**config.mk**
```make
export PLATFORM = sky130hd
export DESIGN_NAME = line_voxel_rasterizer_3d_core_flat
export DESIGN_NICKNAME = d
export VERILOG_FILES = /design/src/hw/rtl/lvr3d_pkg.sv /design/src/hw/rtl/lvr3d_if.sv /design/src/hw/rtl/line_voxel_rasterizer_3d_core.sv /design/src/flat_wrapper.sv
export SDC_FILE = /design/constraint.sdc
export NUM_CORES = 1
export LEC_CHECK = 0
export BUFFER_PORTS_ARGS = -buffer_cell sky130_fd_sc_hd__buf_4
export CELL_PAD_IN_SITES_DETAIL_PLACEMENT = 2
export CELL_PAD_IN_SITES_GLOBAL_PLACEMENT = 2
export CORE_MARGIN = 2
export CORE_UTILIZATION = 43
export DETAILED_ROUTE_END_ITERATION = 8
export PLACE_DENSITY_LB_ADDON = 0.15
export SYNTH_ARGS = -nofsm -noshare
export SYNTH_HDL_FRONTEND = slang
export SYNTH_SLANG_ARGS = --single-unit
```
**constraint.sdc**
```tcl
create_clock -name clock -period 7 [get_ports clock]
set_clock_uncertainty 0.2 [all_clocks]
set_input_delay 1.05 -clock clock [delete_from_list [all_inputs] [get_ports clock]]
set_output_delay 1.05 -clock clock [all_outputs]
set_load 0.03 [all_outputs]
```
**src/hw/rtl/lvr3d_pkg.sv**
```systemverilog
// lvr3d_pkg: shared constants and types for the 3D line voxel rasteriser.
// No dependencies. Used by the channel interfaces and the core.
`timescale 1ns / 1ps

package lvr3d_pkg;

   localparam int COORD_BITS_DEF = 4;
   localparam int VALUE_BITS     = 32;
   localparam int NUM_AXES       = 3;

   typedef enum logic [1:0] {
      ST_IDLE,
      ST_SETUP,
      ST_RUN
   } lvr_state_type;

endpackage

```
**src/hw/rtl/lvr3d_if.sv**
```systemverilog
// lvr3d_req_if / lvr3d_rsp_if: valid/ready channels carrying line requests
// and rasterised voxels. Depends on lvr3d_pkg.
`timescale 1ns / 1ps

interface lvr3d_req_if #(
   parameter int COORD_BITS = lvr3d_pkg::COORD_BITS_DEF
);
   logic                             valid;
   logic                             ready;
   logic [lvr3d_pkg::VALUE_BITS-1:0] value;
   logic [COORD_BITS-1:0]            x_start;
   logic [COORD_BITS-1:0]            y_start;
   logic [COORD_BITS-1:0]            z_start;
   logic [COORD_BITS-1:0]            x_end;
   logic [COORD_BITS-1:0]            y_end;
   logic [COORD_BITS-1:0]            z_end;

   modport source (
      output valid, value, x_start, y_start, z_start, x_end, y_end, z_end,
      input  ready
   );
   modport sink (
      input  valid, value, x_start, y_start, z_start, x_end, y_end, z_end,
      output ready
   );
endinterface

interface lvr3d_rsp_if #(
   parameter int COORD_BITS = lvr3d_pkg::COORD_BITS_DEF
);
   logic                             valid;
   logic                             ready;
   logic [COORD_BITS-1:0]            voxel_x;
   logic [COORD_BITS-1:0]            voxel_y;
   logic [COORD_BITS-1:0]            voxel_z;
   logic [lvr3d_pkg::VALUE_BITS-1:0] voxel_value;
   logic                             last;

   modport source (
      output valid, voxel_x, voxel_y, voxel_z, voxel_value, last,
      input  ready
   );
   modport sink (
      input  valid, voxel_x, voxel_y, voxel_z, voxel_value, last,
      output ready
   );
endinterface

```
**src/hw/rtl/line_voxel_rasterizer_3d_core.sv**
```systemverilog
// line_voxel_rasterizer_3d_core: 3D Bresenham line rasteriser.
// Steps per request: accept in idle, setup, then run emits the voxels.
// Throughput: one voxel per cycle while rsp is ready; a request with dominant
// length L yields L + 1 voxels, and a new request is taken only in idle.
// The per-axis step/error lanes are the limit: one voxel per update.
// Reset (synchronous, active high) returns to idle and drops rsp valid.
`timescale 1ns / 1ps

module line_voxel_rasterizer_3d_core #(
   parameter int COORD_BITS = lvr3d_pkg::COORD_BITS_DEF
) (
   input  logic        clock,
   input  logic        reset,
   lvr3d_req_if.sink   req_chan,
   lvr3d_rsp_if.source rsp_chan
);

   localparam int NA = lvr3d_pkg::NUM_AXES;
   localparam int VB = lvr3d_pkg::VALUE_BITS;
   localparam int EB = COORD_BITS + 3;   // error term, signed

   lvr3d_pkg::lvr_state_type state_ff, state_in;

   logic [VB-1:0]                value_ff, value_in;
   logic [COORD_BITS-1:0]        pos_ff [NA];
   logic [COORD_BITS-1:0]        pos_in [NA];
   logic [COORD_BITS-1:0]        end_ff [NA];
   logic [COORD_BITS-1:0]        end_in [NA];
   logic [COORD_BITS-1:0]        len_ff [NA];
   logic [COORD_BITS-1:0]        len_in [NA];
   logic [NA-1:0]                dir_ff, dir_in;   // 1: step downwards
   logic [NA-1:0]                dom_ff, dom_in;   // one-hot dominant axis
   logic [COORD_BITS-1:0]        dom_len_ff, dom_len_in;
   logic [COORD_BITS-1:0]        count_ff, count_in;
   logic signed [EB-1:0]         err_ff [NA];
   logic signed [EB-1:0]         err_in [NA];

   logic                         out_valid_ff, out_valid_in;
   logic [COORD_BITS-1:0]        out_pos_ff [NA];
   logic [COORD_BITS-1:0]        out_pos_in [NA];
   logic [VB-1:0]                out_value_ff, out_value_in;
   logic                         out_last_ff, out_last_in;

   logic                         req_take;
   logic                         out_free;
   logic [COORD_BITS-1:0]        len_c [NA];
   logic [NA-1:0]                dom_c;
   logic [COORD_BITS-1:0]        dom_len_c;
   logic signed [EB-1:0]         two_dom;

   assign req_chan.ready = (state_ff == lvr3d_pkg::ST_IDLE);
   assign req_take       = req_chan.valid && req_chan.ready;
   assign out_free       = !out_valid_ff || rsp_chan.ready;

   assign rsp_chan.valid       = out_valid_ff;
   assign rsp_chan.voxel_x     = out_pos_ff[0];
   assign rsp_chan.voxel_y     = out_pos_ff[1];
   assign rsp_chan.voxel_z     = out_pos_ff[2];
   assign rsp_chan.voxel_value = out_value_ff;
   assign rsp_chan.last        = out_last_ff;

   assign two_dom = signed'({2'b00, dom_len_ff, 1'b0});

   // axis lengths and dominant-axis pick; ties go x, then y, then z
   always_comb begin
      for (int i = 0; i < NA; i++) begin
         len_c[i] = (end_ff[i] < pos_ff[i]) ? pos_ff[i] - end_ff[i]
                                              : end_ff[i] - pos_ff[i];
      end
      if (len_c[0] >= len_c[1] && len_c[0] >= len_c[2]) begin
         dom_c = 3'b001;
      end else if (len_c[1] >= len_c[2]) begin
         dom_c = 3'b010;
      end else begin
         dom_c = 3'b100;
      end
      dom_len_c = dom_c[0] ? len_c[0] : (dom_c[1] ? len_c[1] : len_c[2]);
   end

   always_comb begin
      state_in     = state_ff;
      value_in     = value_ff;
      pos_in       = pos_ff;
      end_in       = end_ff;
      len_in       = len_ff;
      dir_in       = dir_ff;
      dom_in       = dom_ff;
      dom_len_in   = dom_len_ff;
      count_in     = count_ff;
      err_in       = err_ff;
      out_pos_in   = out_pos_ff;
      out_value_in = out_value_ff;
      out_last_in  = out_last_ff;
      out_valid_in = out_valid_ff && !rsp_chan.ready;

      unique case (state_ff)
         lvr3d_pkg::ST_IDLE: begin
            if (req_take) begin
               value_in  = req_chan.value;
               pos_in[0] = req_chan.x_start;
               pos_in[1] = req_chan.y_start;
               pos_in[2] = req_chan.z_start;
               end_in[0] = req_chan.x_end;
               end_in[1] = req_chan.y_end;
               end_in[2] = req_chan.z_end;
               state_in  = lvr3d_pkg::ST_SETUP;
            end
         end
         lvr3d_pkg::ST_SETUP: begin
            for (int i = 0; i < NA; i++) begin
               len_in[i] = len_c[i];
               dir_in[i] = end_ff[i] < pos_ff[i];
               err_in[i] = signed'({2'b00, len_c[i], 1'b0})
                         - signed'({3'b000, dom_len_c});
            end
            dom_in     = dom_c;
            dom_len_in = dom_len_c;
            count_in   = dom_len_c;
            state_in   = lvr3d_pkg::ST_RUN;
         end
         lvr3d_pkg::ST_RUN: begin
            if (out_free) begin
               out_valid_in = 1'b1;
               out_pos_in   = pos_ff;
               out_value_in = value_ff;
               out_last_in  = (count_ff == '0);
               if (count_ff == '0) begin
                  state_in = lvr3d_pkg::ST_IDLE;
               end else begin
                  count_in = count_ff - COORD_BITS'(1);
                  // minor axes step on a strictly positive error
                  for (int i = 0; i < NA; i++) begin
                     if (dom_ff[i] || err_ff[i] > 0) begin
                        pos_in[i] = dir_ff[i] ? pos_ff[i] - COORD_BITS'(1)
                                              : pos_ff[i] + COORD_BITS'(1);
                     end
                     err_in[i] = err_ff[i] + signed'({2'b00, len_ff[i], 1'b0})
                               - ((!dom_ff[i] && err_ff[i] > 0) ? two_dom
                                                                : EB'(0));
                  end
               end
            end
         end
         default: begin
            state_in = lvr3d_pkg::ST_IDLE;
         end
      endcase
   end

   always_ff @(posedge clock) begin
      if (reset) begin
         state_ff     <= lvr3d_pkg::ST_IDLE;
         out_valid_ff <= 1'b0;
      end else begin
         state_ff     <= state_in;
         out_valid_ff <= out_valid_in;
      end
      value_ff     <= value_in;
      pos_ff       <= pos_in;
      end_ff       <= end_in;
      len_ff       <= len_in;
      dir_ff       <= dir_in;
      dom_ff       <= dom_in;
      dom_len_ff   <= dom_len_in;
      count_ff     <= count_in;
      err_ff       <= err_in;
      out_pos_ff   <= out_pos_in;
      out_value_ff <= out_value_in;
      out_last_ff  <= out_last_in;
   end

endmodule
```
**src/flat_wrapper.sv**
```systemverilog
// flat-port wrapper written by rule: the top's interface ports become plain ports
module line_voxel_rasterizer_3d_core_flat 
#(
   parameter int COORD_BITS = lvr3d_pkg::COORD_BITS_DEF
)
  (clock, reset, req_chan_valid, req_chan_value, req_chan_x_start, req_chan_y_start, req_chan_z_start, req_chan_x_end, req_chan_y_end, req_chan_z_end, req_chan_ready, rsp_chan_valid, rsp_chan_voxel_x, rsp_chan_voxel_y, rsp_chan_voxel_z, rsp_chan_voxel_value, rsp_chan_last, rsp_chan_ready);
  lvr3d_req_if #(.COORD_BITS(COORD_BITS)) req_chan_i ();
  lvr3d_rsp_if #(.COORD_BITS(COORD_BITS)) rsp_chan_i ();
  input  logic clock;
  input  logic reset;
  input wire logic [$bits(req_chan_i.valid)-1:0] req_chan_valid;
  input wire logic [$bits(req_chan_i.value)-1:0] req_chan_value;
  input wire logic [$bits(req_chan_i.x_start)-1:0] req_chan_x_start;
  input wire logic [$bits(req_chan_i.y_start)-1:0] req_chan_y_start;
  input wire logic [$bits(req_chan_i.z_start)-1:0] req_chan_z_start;
  input wire logic [$bits(req_chan_i.x_end)-1:0] req_chan_x_end;
  input wire logic [$bits(req_chan_i.y_end)-1:0] req_chan_y_end;
  input wire logic [$bits(req_chan_i.z_end)-1:0] req_chan_z_end;
  output wire logic [$bits(req_chan_i.ready)-1:0] req_chan_ready;
  output wire logic [$bits(rsp_chan_i.valid)-1:0] rsp_chan_valid;
  output wire logic [$bits(rsp_chan_i.voxel_x)-1:0] rsp_chan_voxel_x;
  output wire logic [$bits(rsp_chan_i.voxel_y)-1:0] rsp_chan_voxel_y;
  output wire logic [$bits(rsp_chan_i.voxel_z)-1:0] rsp_chan_voxel_z;
  output wire logic [$bits(rsp_chan_i.voxel_value)-1:0] rsp_chan_voxel_value;
  output wire logic [$bits(rsp_chan_i.last)-1:0] rsp_chan_last;
  input wire logic [$bits(rsp_chan_i.ready)-1:0] rsp_chan_ready;
  assign req_chan_i.valid = req_chan_valid;
  assign req_chan_i.value = req_chan_value;
  assign req_chan_i.x_start = req_chan_x_start;
  assign req_chan_i.y_start = req_chan_y_start;
  assign req_chan_i.z_start = req_chan_z_start;
  assign req_chan_i.x_end = req_chan_x_end;
  assign req_chan_i.y_end = req_chan_y_end;
  assign req_chan_i.z_end = req_chan_z_end;
  assign req_chan_ready = req_chan_i.ready;
  assign rsp_chan_valid = rsp_chan_i.valid;
  assign rsp_chan_voxel_x = rsp_chan_i.voxel_x;
  assign rsp_chan_voxel_y = rsp_chan_i.voxel_y;
  assign rsp_chan_voxel_z = rsp_chan_i.voxel_z;
  assign rsp_chan_voxel_value = rsp_chan_i.voxel_value;
  assign rsp_chan_last = rsp_chan_i.last;
  assign rsp_chan_i.ready = rsp_chan_ready;
  line_voxel_rasterizer_3d_core #(.COORD_BITS(COORD_BITS)) u_core (.clock(clock), .reset(reset), .req_chan(req_chan_i), .rsp_chan(rsp_chan_i));
endmodule
```
=== Yosys cells after proc, flatten, opt, wreduce, memory -nomap -nowiden ===
Index checks and enable logic that the tools add are counted.
Widths: inputs -> output; s select.

* Flip-flop bits (word level): 151
* Input port bits: 60
* Output and inout port bits: 47
* Word-level logic and storage cells: 123

* $add $sub $neg: 22
* Magnitude comparators: 9
* Eq/ne operators: 9
* Multiplexer cells: 32
* Reductions and logical operators: 26

{| class="wikitable"
|+ Operators with widths
! operator !! count
|-
| $mux 4 || 13
|-
| $mux 21 || 2
|-
| $pmux 21 s2 || 1
|-
| $mux 12 || 3
|-
| $pmux 12 s2 || 1
|-
| $sub 4x4->4 || 6
|-
| $add 7x6->7 || 3
|-
| $gt 7x1->1 const B || 3
|-
| $sub 7x7->7 || 3
|-
| $sub 5x4->6 || 3
|-
| $sub 4x1->4 const B || 4
|-
| $mux 5 || 3
|-
| $reduce_and 5->1 || 3
|-
| $add 4x1->4 const B || 3
|-
| $ge 4x4->1 || 3
|-
| $lt 4x4->1 || 3
|-
| $ne 2x1->1 const B || 5
|-
| $mux 2 || 4
|-
| $pmux 4 s2 || 1
|-
| $logic_and 1x1->1 || 6
|-
| $pmux 2 s3 || 1
|-
| $reduce_and 3->1 || 2
|-
| $logic_not 1->1 || 5
|-
| $logic_not 4->1 || 1
|-
| other kinds (9) || 16
|}

=== Depth between registers and ports, before layout ===
Gate-level depths: netlist of run 1.

* Word-level depth: 9
* Mapped depth: 23
* Depth with buffers taken out: 23

=== Least setup slack after synthesis of run 1 ===
OpenSTA, ideal clock, no wires.

* Path kind: reg-to-reg
* Start: register u_core.end_ff[0] (netlist bit)
* End: register u_core.err_ff[12] (netlist bit) (data pin)
* Library setup time: 0.145 ns
* Data arrival time: 4.438 ns
* Path slack: 2.217 ns
* Cell stages (with the launch flop): 20
* Buffers on the path: 0
* Clock period less this slack: 4.783 ns
* Cell sequence: edfxtp_1 inv_1 ha_1 inv_1 fa_1 a211oi_1 o221ai_1 a31oi_1 xnor2_1 inv_1 ha_1 o21a_1 o22ai_1 a211oi_2 mux2i_1 ha_1 a21o_1 a31o_1 a2111o_1 o21ai_1

{| class="wikitable"
|+ RTL lines
! item !! RTL line !! text
|-
| from (decl) || line_voxel_rasterizer_3d_core.sv:27 || <nowiki>logic [COORD_BITS-1:0] end_ff [NA];</nowiki>
|-
| from (signal assigned) || line_voxel_rasterizer_3d_core.sv:160 || <nowiki>end_ff <= end_in;</nowiki>
|-
| to (signal assigned) || line_voxel_rasterizer_3d_core.sv:166 || <nowiki>err_ff <= err_in;</nowiki>
|-
| to (decl) || line_voxel_rasterizer_3d_core.sv:35 || <nowiki>logic signed [EB-1:0] err_ff [NA];</nowiki>
|}

==> metrics.txt, run 1 <==
status=complete, no violations; Cells after Synth=608; ys flop type=edfxtp_1; Seq/Total Area, Yosys=0.565; # Max-Cap Violations=0; Area Growth Syn to Fin=20.9%; Congestion Overflow GR=0; Via density=5.23; pwr/cell area=484 mW/mm²; leakage power=4.12 nW; post-route ant nets=0; hpwl dp=15100 µm; gr usage total=0.234; Worst Reg-to-Reg Cells=21; Setup crit end kind=flop; Setup Viol. Count Final=0; fin crit period=5.95 ns; vias in the first global route=6005; TritonCTS buffer count=17; Slew @ Worst Pin=about 1.1 ns; setup TNS=0 ns; synthesized flop and latch total=~150; cell taking the most area after synthesis=edfxtp_1; Post-Syn Area=0.00787 mm²; Synth cell types=45; CTS clock-pin slew for the worst setup and hold paths=0.07 ns; Detailed Routing Iterations Pass 1=4; via count=5075; initial antenna violation count=0; Synth top cells by count=edfxtp_1 (146), inv_1 (106), ha_1 (61); clk root buf=clkbuf_16; Arr. time, crit path=5.89 ns; peak supply drop=0.210 mV; DRC=0; share of cells above drive strength 1=0.204; CTS sink cnt=149; Achievable Freq=around 170 MHz; hold path depth=0; Placed Cells incl. Taps=938; Mapped Nets=756; Die Area=0.0194 mm²; port bufs=106; WS Path Type=flop to flop; Area contributors post-synth=edfxtp_1 (56%), ha_1 (9.7%), fa_1 (6.9%); Slew HR=0.282; total wire length=roughly 22000 µm; FP Rows=49; Post-CTS Setup Bufs=0; Post-CTS Resized=0; yosys warns=0; WP data required=6.95 ns; Initial DRC Count=182; CP max stage cell=a211oi_2; Die Y=139 µm; most frequent CP cell=inv_1; pin count of the biggest net entering global routing=61; most common cell in the synthesized netlist=edfxtp_1; Starting Density=0.438; worst-case clock buffer depth=2; HP Class=flop to flop; Wirelength per Cell=22.3 µm; CP Launch Type=flop; FFs w/ async S/R, synth=0; syn avg cell area=~13 µm²; CP max stage delay=0.52 ns; Final Wtd Congestion=0.846; crit-path cells=inv_1, ha_1, inv_1, fa_1, a211oi_1, nor2_1, mux2i_1, xor2_1, ha_1, o21a_1, o22ai_1, a211oi_2, a211oi_1, a21oi_1, inv_1, fa_1, inv_1, a21o_1, a21oi_1, xnor2_1, a21oi_1; first-pass GRT wire length=34200 µm; TritonCTS clock tree=built; RSZ-0062 raised after global routing=no; final worst-path cycle share=0.850; Post-synth EDFFs=146; fin util=0.530; Die X=139 µm; Fin. Hold Viols=0; max-slew violation count=0; Skew-Pair Late Insertion Delay=0.43 ns; # IOs=~110; H-tree Lvls=4; CTS Hold Bufs=0; Non-Filler Instances=970; Final nets=about 880; n_diodes=0; CP max FO=8; core area=0.0180 mm²; Synth top area share=0.557
==> where the power goes <==
part	leakage, nW	switching [mW]	internal (mW)
registers	1.39	0.0887	1.27
clock network	0.276	0.408	0.470
logic	2.45	1.36	1.01
total	4.12	1.86	2.75
==> registers in the layout, indices dropped and copies added (netlist names), 12 cells and up <==
register,cells
u_core.rsp_chan.voxel_value,32
u_core.value_ff,32
u_core.err_ff,19
u_core.end_ff,12
u_core.len_ff,12
u_core.pos_ff,12
==> cells in the final DEF, fill, tap and decap left out, types with 17 or more instances in the layout <==
cell	instances
edfxtp_1	146
buf_4	109
inv_1	105
ha_1	61
a21oi_1	31
nor2_1	29
fa_1	27
nand2_1	22
o21ai_0	21
xnor2_1	21
a21o_1	21
xor2_1	19
clkbuf_16	17
==> through the flow <==
stage	worst slack, ns	power, mW	instance area (µm²)	hold WS (ns)
floorplan	2.22	3.07	7870	0.200
finish	1.05	4.60	9510	0.223
global placement	1.53	3.57	8950	0.200
CTS	1.01	4.69	9510	0.225
detailed placement	1.20	3.73	8950	0.206
global route	0.600	4.99	9510	0.231
==> metal layers <==
metal / vias up / track usage / wire, µm
met2: 125 / 0.437 / 11800
li1: 2359 / - / -
met5: - / 0 / 0
met4: 0 / 0.0760 / 471
met3: 31 / 0.0678 / 1100
met1: 2560 / 0.255 / 8280
==> final timing paths <==
path	from	endpoint	slack, ns
worst min-delay path	u_core.value_ff[24]$_DFFE_PP_	u_core.rsp_chan.voxel_value[24]$_DFFE_PP_	0.22
worst min register to register	u_core.value_ff[24]$_DFFE_PP_	u_core.rsp_chan.voxel_value[24]$_DFFE_PP_	0.22
worst max register to register	u_core.end_ff[0]$_DFFE_PP_	u_core.err_ff[4]$_DFFE_PP_	1.05
worst max-delay path	u_core.end_ff[0]$_DFFE_PP_	u_core.err_ff[4]$_DFFE_PP_	1.05
==> logic make-up (layout without fill, tap and decap cells) <==
family	after synthesis	count (layout)	share of synthesized area
AND/OR/NAND/NOR	95	95	0.0598
flip-flops	149	149	0.565
multiplexers	13	13	0.0169
XOR/XNOR	40	40	0.0445
buffers and inverters	114	247	0.0544
AO/OA/AOI/OAI	109	109	0.0941
adder cells (fa/ha/maj)	88	88	0.166
==> layout make-up <==
cell class              instances  area [µm²]
inverters                     106         398
well taps                     229         287
clock inverters                15         134
clock buffers                  17         425
multi-input cells             345        3010
flip-flops and latches        149        4440
repair buffers                109         818
fillers                      1688        8450
==> critical path: cells and delay by family (launching register included) <==
family / cells / cell delay (ns)
xor gates and xnor gates: 2 / 0.57
DFF: 1 / 0.41
adders and majority gates: 4 / 1.44
AOI/OAI and AO/OA: 9 / 2.10
muxes: 1 / 0.23
buffers and inverters: 4 / 0.48
and+or+nand+nor: 1 / 0.23
Note: power is estimated with default switching activity, not from simulation.
==> run 2: changes to the inputs <==
--- a/config.mk
+++ b/config.mk
@@ -5,11 +5,12 @@
 export SDC_FILE = /design/constraint.sdc
 export NUM_CORES = 1
 export LEC_CHECK = 0
+export ABC_AREA = 1
 export BUFFER_PORTS_ARGS = -buffer_cell sky130_fd_sc_hd__buf_4
 export CELL_PAD_IN_SITES_DETAIL_PLACEMENT = 2
 export CELL_PAD_IN_SITES_GLOBAL_PLACEMENT = 2
 export CORE_MARGIN = 2
-export CORE_UTILIZATION = 43
+export CORE_UTILIZATION = 34
 export DETAILED_ROUTE_END_ITERATION = 8
 export PLACE_DENSITY_LB_ADDON = 0.15
 export SYNTH_ARGS = -nofsm -noshare
==> constraint.sdc (replaced) <==
create_clock -name clock -period 5.3 [get_ports clock]
set_clock_uncertainty 0.2 [all_clocks]
set_input_delay 0.795 -clock clock [delete_from_list [all_inputs] [get_ports clock]]
set_output_delay 0.795 -clock clock [all_outputs]
set_load 0.03 [all_outputs]
==> run 2 against run 1 <==
Synthesized cell count rose by 22%. Sequential power increased by 26%. Total power grew 27%. Area after synthesis grew 1.9%. Clock power increased by 46%. Flip-flop and latch count stayed put. Wire length shrank 1.0%. Critical endpoint is now u_core.err_ff[18]$_DFFE_PP_. Largest cell class unchanged.
==> metrics.txt, run 2 <==
status=complete, no violations; fin util=0.423 (-0.107); FFs w/ async S/R, synth=0 (unchanged); Final Cell Area=0.00986 mm² (+3.7%); Final Wtd Congestion=0.787 (-6.9%); CP max FO=5 (-3); Skew-Pair Late Insertion Delay=0.43 ns (about the same); Die X=158 µm (+13%); Fin. Hold Viols=0 (unchanged); fin crit period=4.81 ns (-1.14 ns); CTS clock-pin slew for the worst setup and hold paths=0.07 ns (about the same); Slew HR=0.279 (-0.00321); RSZ-0062 raised after global routing=no; TritonCTS buffer count=17 (unchanged); DRC=0 (unchanged); Seq/Total Area, Yosys=0.554 (-0.0106); Starting Density=0.344 (-0.0944); vias in the first global route=6529 (+8.7%); WS Path Type=flop to flop; cell taking the most area after synthesis=edfxtp_1; CP Launch Type=flop; Setup crit end kind=flop; post-route ant nets=0 (unchanged); Mapped Nets=888 (+17%); max-slew violation count=0 (unchanged); Synth cell types=36 (-20%); commonest non-fill, non-tap cells in the layout=inv_1 (156), edfxtp_1 (146), nand2_1 (142); via count=5475 (+7.9%); n_diodes=0 (unchanged); Area after DPL=0.00923 mm² (+3.0%); Via density=4.59 (-12%); Post-Syn Area=0.00802 mm² (+1.9%); Arr. time, crit path=4.77 ns (-1.12 ns); share of cells above drive strength 1=0.189 (-0.0152); port bufs=106 (unchanged); Die Area=0.0248 mm² (+28%); initial antenna violation count=0 (unchanged); setup TNS=0 ns (unchanged); final worst-path cycle share=0.908 (+0.0581); worst slack, placed=0.502 ns (-0.696 ns); worst-case clock buffer depth=2 (unchanged); # IOs=107 (unchanged); hpwl dp=16200 µm (+6.9%); Area contributors post-synth=edfxtp_1 (55%), ha_1 (9.5%), inv_1 (7.3%); # Max-Cap Violations=0 (unchanged); synthesized flop and latch total=149 (unchanged); core area=0.0233 mm² (+30%); Non-Filler Instances=1194 (+23%); Detailed Routing Iterations Pass 1=4 (unchanged); H-tree Lvls=4 (unchanged); min setup slack post-route=0.490 ns (-0.564 ns); Wirelength per Cell=17.9 µm (-20%); yosys warns=0 (unchanged); HP Class=flop to flop; hold_ws=0.218 ns (-0.00449 ns); clk root buf=clkbuf_16; Final nets=1010 (+15%); most common cell after layout, fill and taps aside=inv_1; pin count of the biggest net entering global routing=45 (-26%); WP data required=5.26 ns (-1.69 ns); Setup Viol. Count Final=0 (unchanged); Cells after Synth=740 (+22%); pwr/cell area=595 mW/mm² (+23%); ys flop type=edfxtp_1; TritonCTS clock tree=built; Achievable Freq=208 MHz (+24%); Congestion Overflow GR=0 (unchanged); Synth top area share=0.547 (-0.0104); leakage power=4.51 nW (+9.4%); Post-synth EDFFs=146 (unchanged); Placed Cells incl. Taps=1162 (+24%); CTS Hold Bufs=0 (unchanged); Die Y=158 µm (+13%); total wire length=21400 µm (-1.0%); CTS sink cnt=149 (unchanged); first-pass GRT wire length=34900 µm (+2.0%); FP Rows=56 (+14%); Slew @ Worst Pin=1.08 ns (+0.00480 ns); syn avg cell area=10.8 µm² (-16%); Synth top cells by count=inv_1 (156), edfxtp_1 (146), nand2_1 (142); Area Growth Syn to Fin=23.0%; total power=5.87 mW (+27%); peak supply drop=0.266 mV (+26%); most common cell in the synthesized netlist=inv_1; Initial DRC Count=168 (-7.7%); gr usage total=0.186 (-0.0486)
==> run 2: cell count changes after synthesis, sizes merged, moves of 9 or more <==
| cell | before | now |
|---|---|---|
| a21o | 21 | 1 |
| inv | 106 | 159 |
| nor2 | 30 | 42 |
| xnor2 | 21 | 10 |
| o21ai | 23 | 32 |
| nand2 | 22 | 147 |
| nand3 | 1 | 39 |
| and2 | 12 | 0 |
| mux2i | 11 | 0 |
==> run 2: final timing paths <==
path	from	endpoint	slack, ns	cells past startpoint
setup / recovery	u_core.end_ff[0]$_DFFE_PP_	u_core.err_ff[18]$_DFFE_PP_	0.49	27
setup reg to reg	u_core.end_ff[0]$_DFFE_PP_	u_core.err_ff[18]$_DFFE_PP_	0.49	27
hold / removal	u_core.value_ff[28]$_DFFE_PP_	u_core.rsp_chan.voxel_value[28]$_DFFE_PP_	0.22	0
hold reg to reg	u_core.value_ff[28]$_DFFE_PP_	u_core.rsp_chan.voxel_value[28]$_DFFE_PP_	0.22	0
==> run 2: worst max-delay path, stage by stage (launching register included) <==
cell and delay, ns:
edfxtp_1 0.40, inv_1 0.10, ha_1 0.18, inv_1 0.08
fa_1 0.40, nand2_1 0.10, nand2_1 0.09, a21oi_4 0.18
nand2_1 0.09, a21o_1 0.20, nand2_2 0.14, inv_1 0.09
ha_1 0.34, nand2_1 0.06, inv_1 0.06, nand2_1 0.05
nand3_1 0.08, nand2_1 0.12, nand2_1 0.09, inv_1 0.08
nand2_1 0.06, nand3_1 0.28, ha_1 0.45, nand2_1 0.12
nand2_1 0.06, a21oi_1 0.17, xnor2_1 0.17, o21ai_1 0.11
==> run 2: timing repair <==
item                       4_1_cts  5_1_grt
resized for setup                0        1
setup endpoints to repair        0        1
setup buffers                    0        0
==> run 2: layout make-up <==
cell class	instances	area, µm²
clock inverter	15	208
fill	2458	13500
tap	319	399
clock buffer	17	425
multi-input combinational	423	2950
sequential	149	4440
timing repair buffer	112	841
inverter	159	597
==> run 2: kinds of logic after synthesis <==
logic type,share of synthesized area
AO/OA/AOI/OAI,0.0520
XOR/XNOR,0.0292
adder cells (fa/ha/maj),0.163
buffers and inverters,0.0810
flip-flops,0.554
AND/OR/NAND/NOR,0.121
==> run 2: power by group <==
| group | total [mW] | switching (mW) | internal [mW] |
|---|---|---|---|
| Sequential | 1.72 | 0.0867 | 1.63 |
| Clock | 1.28 | 0.592 | 0.687 |
| Combinational | 2.87 | 1.83 | 1.04 |
==> run 2: routing by layer <==
layer	up-vias	part of all wire	wire length (µm)	track usage
met5	-	0	0	0
met4	0	0.011	239	0.0455
met3	14	0.042	908	0.0454
met2	85	0.53	11300	0.342
met1	2732	0.42	8970	0.217
li1	2644	-	-	-
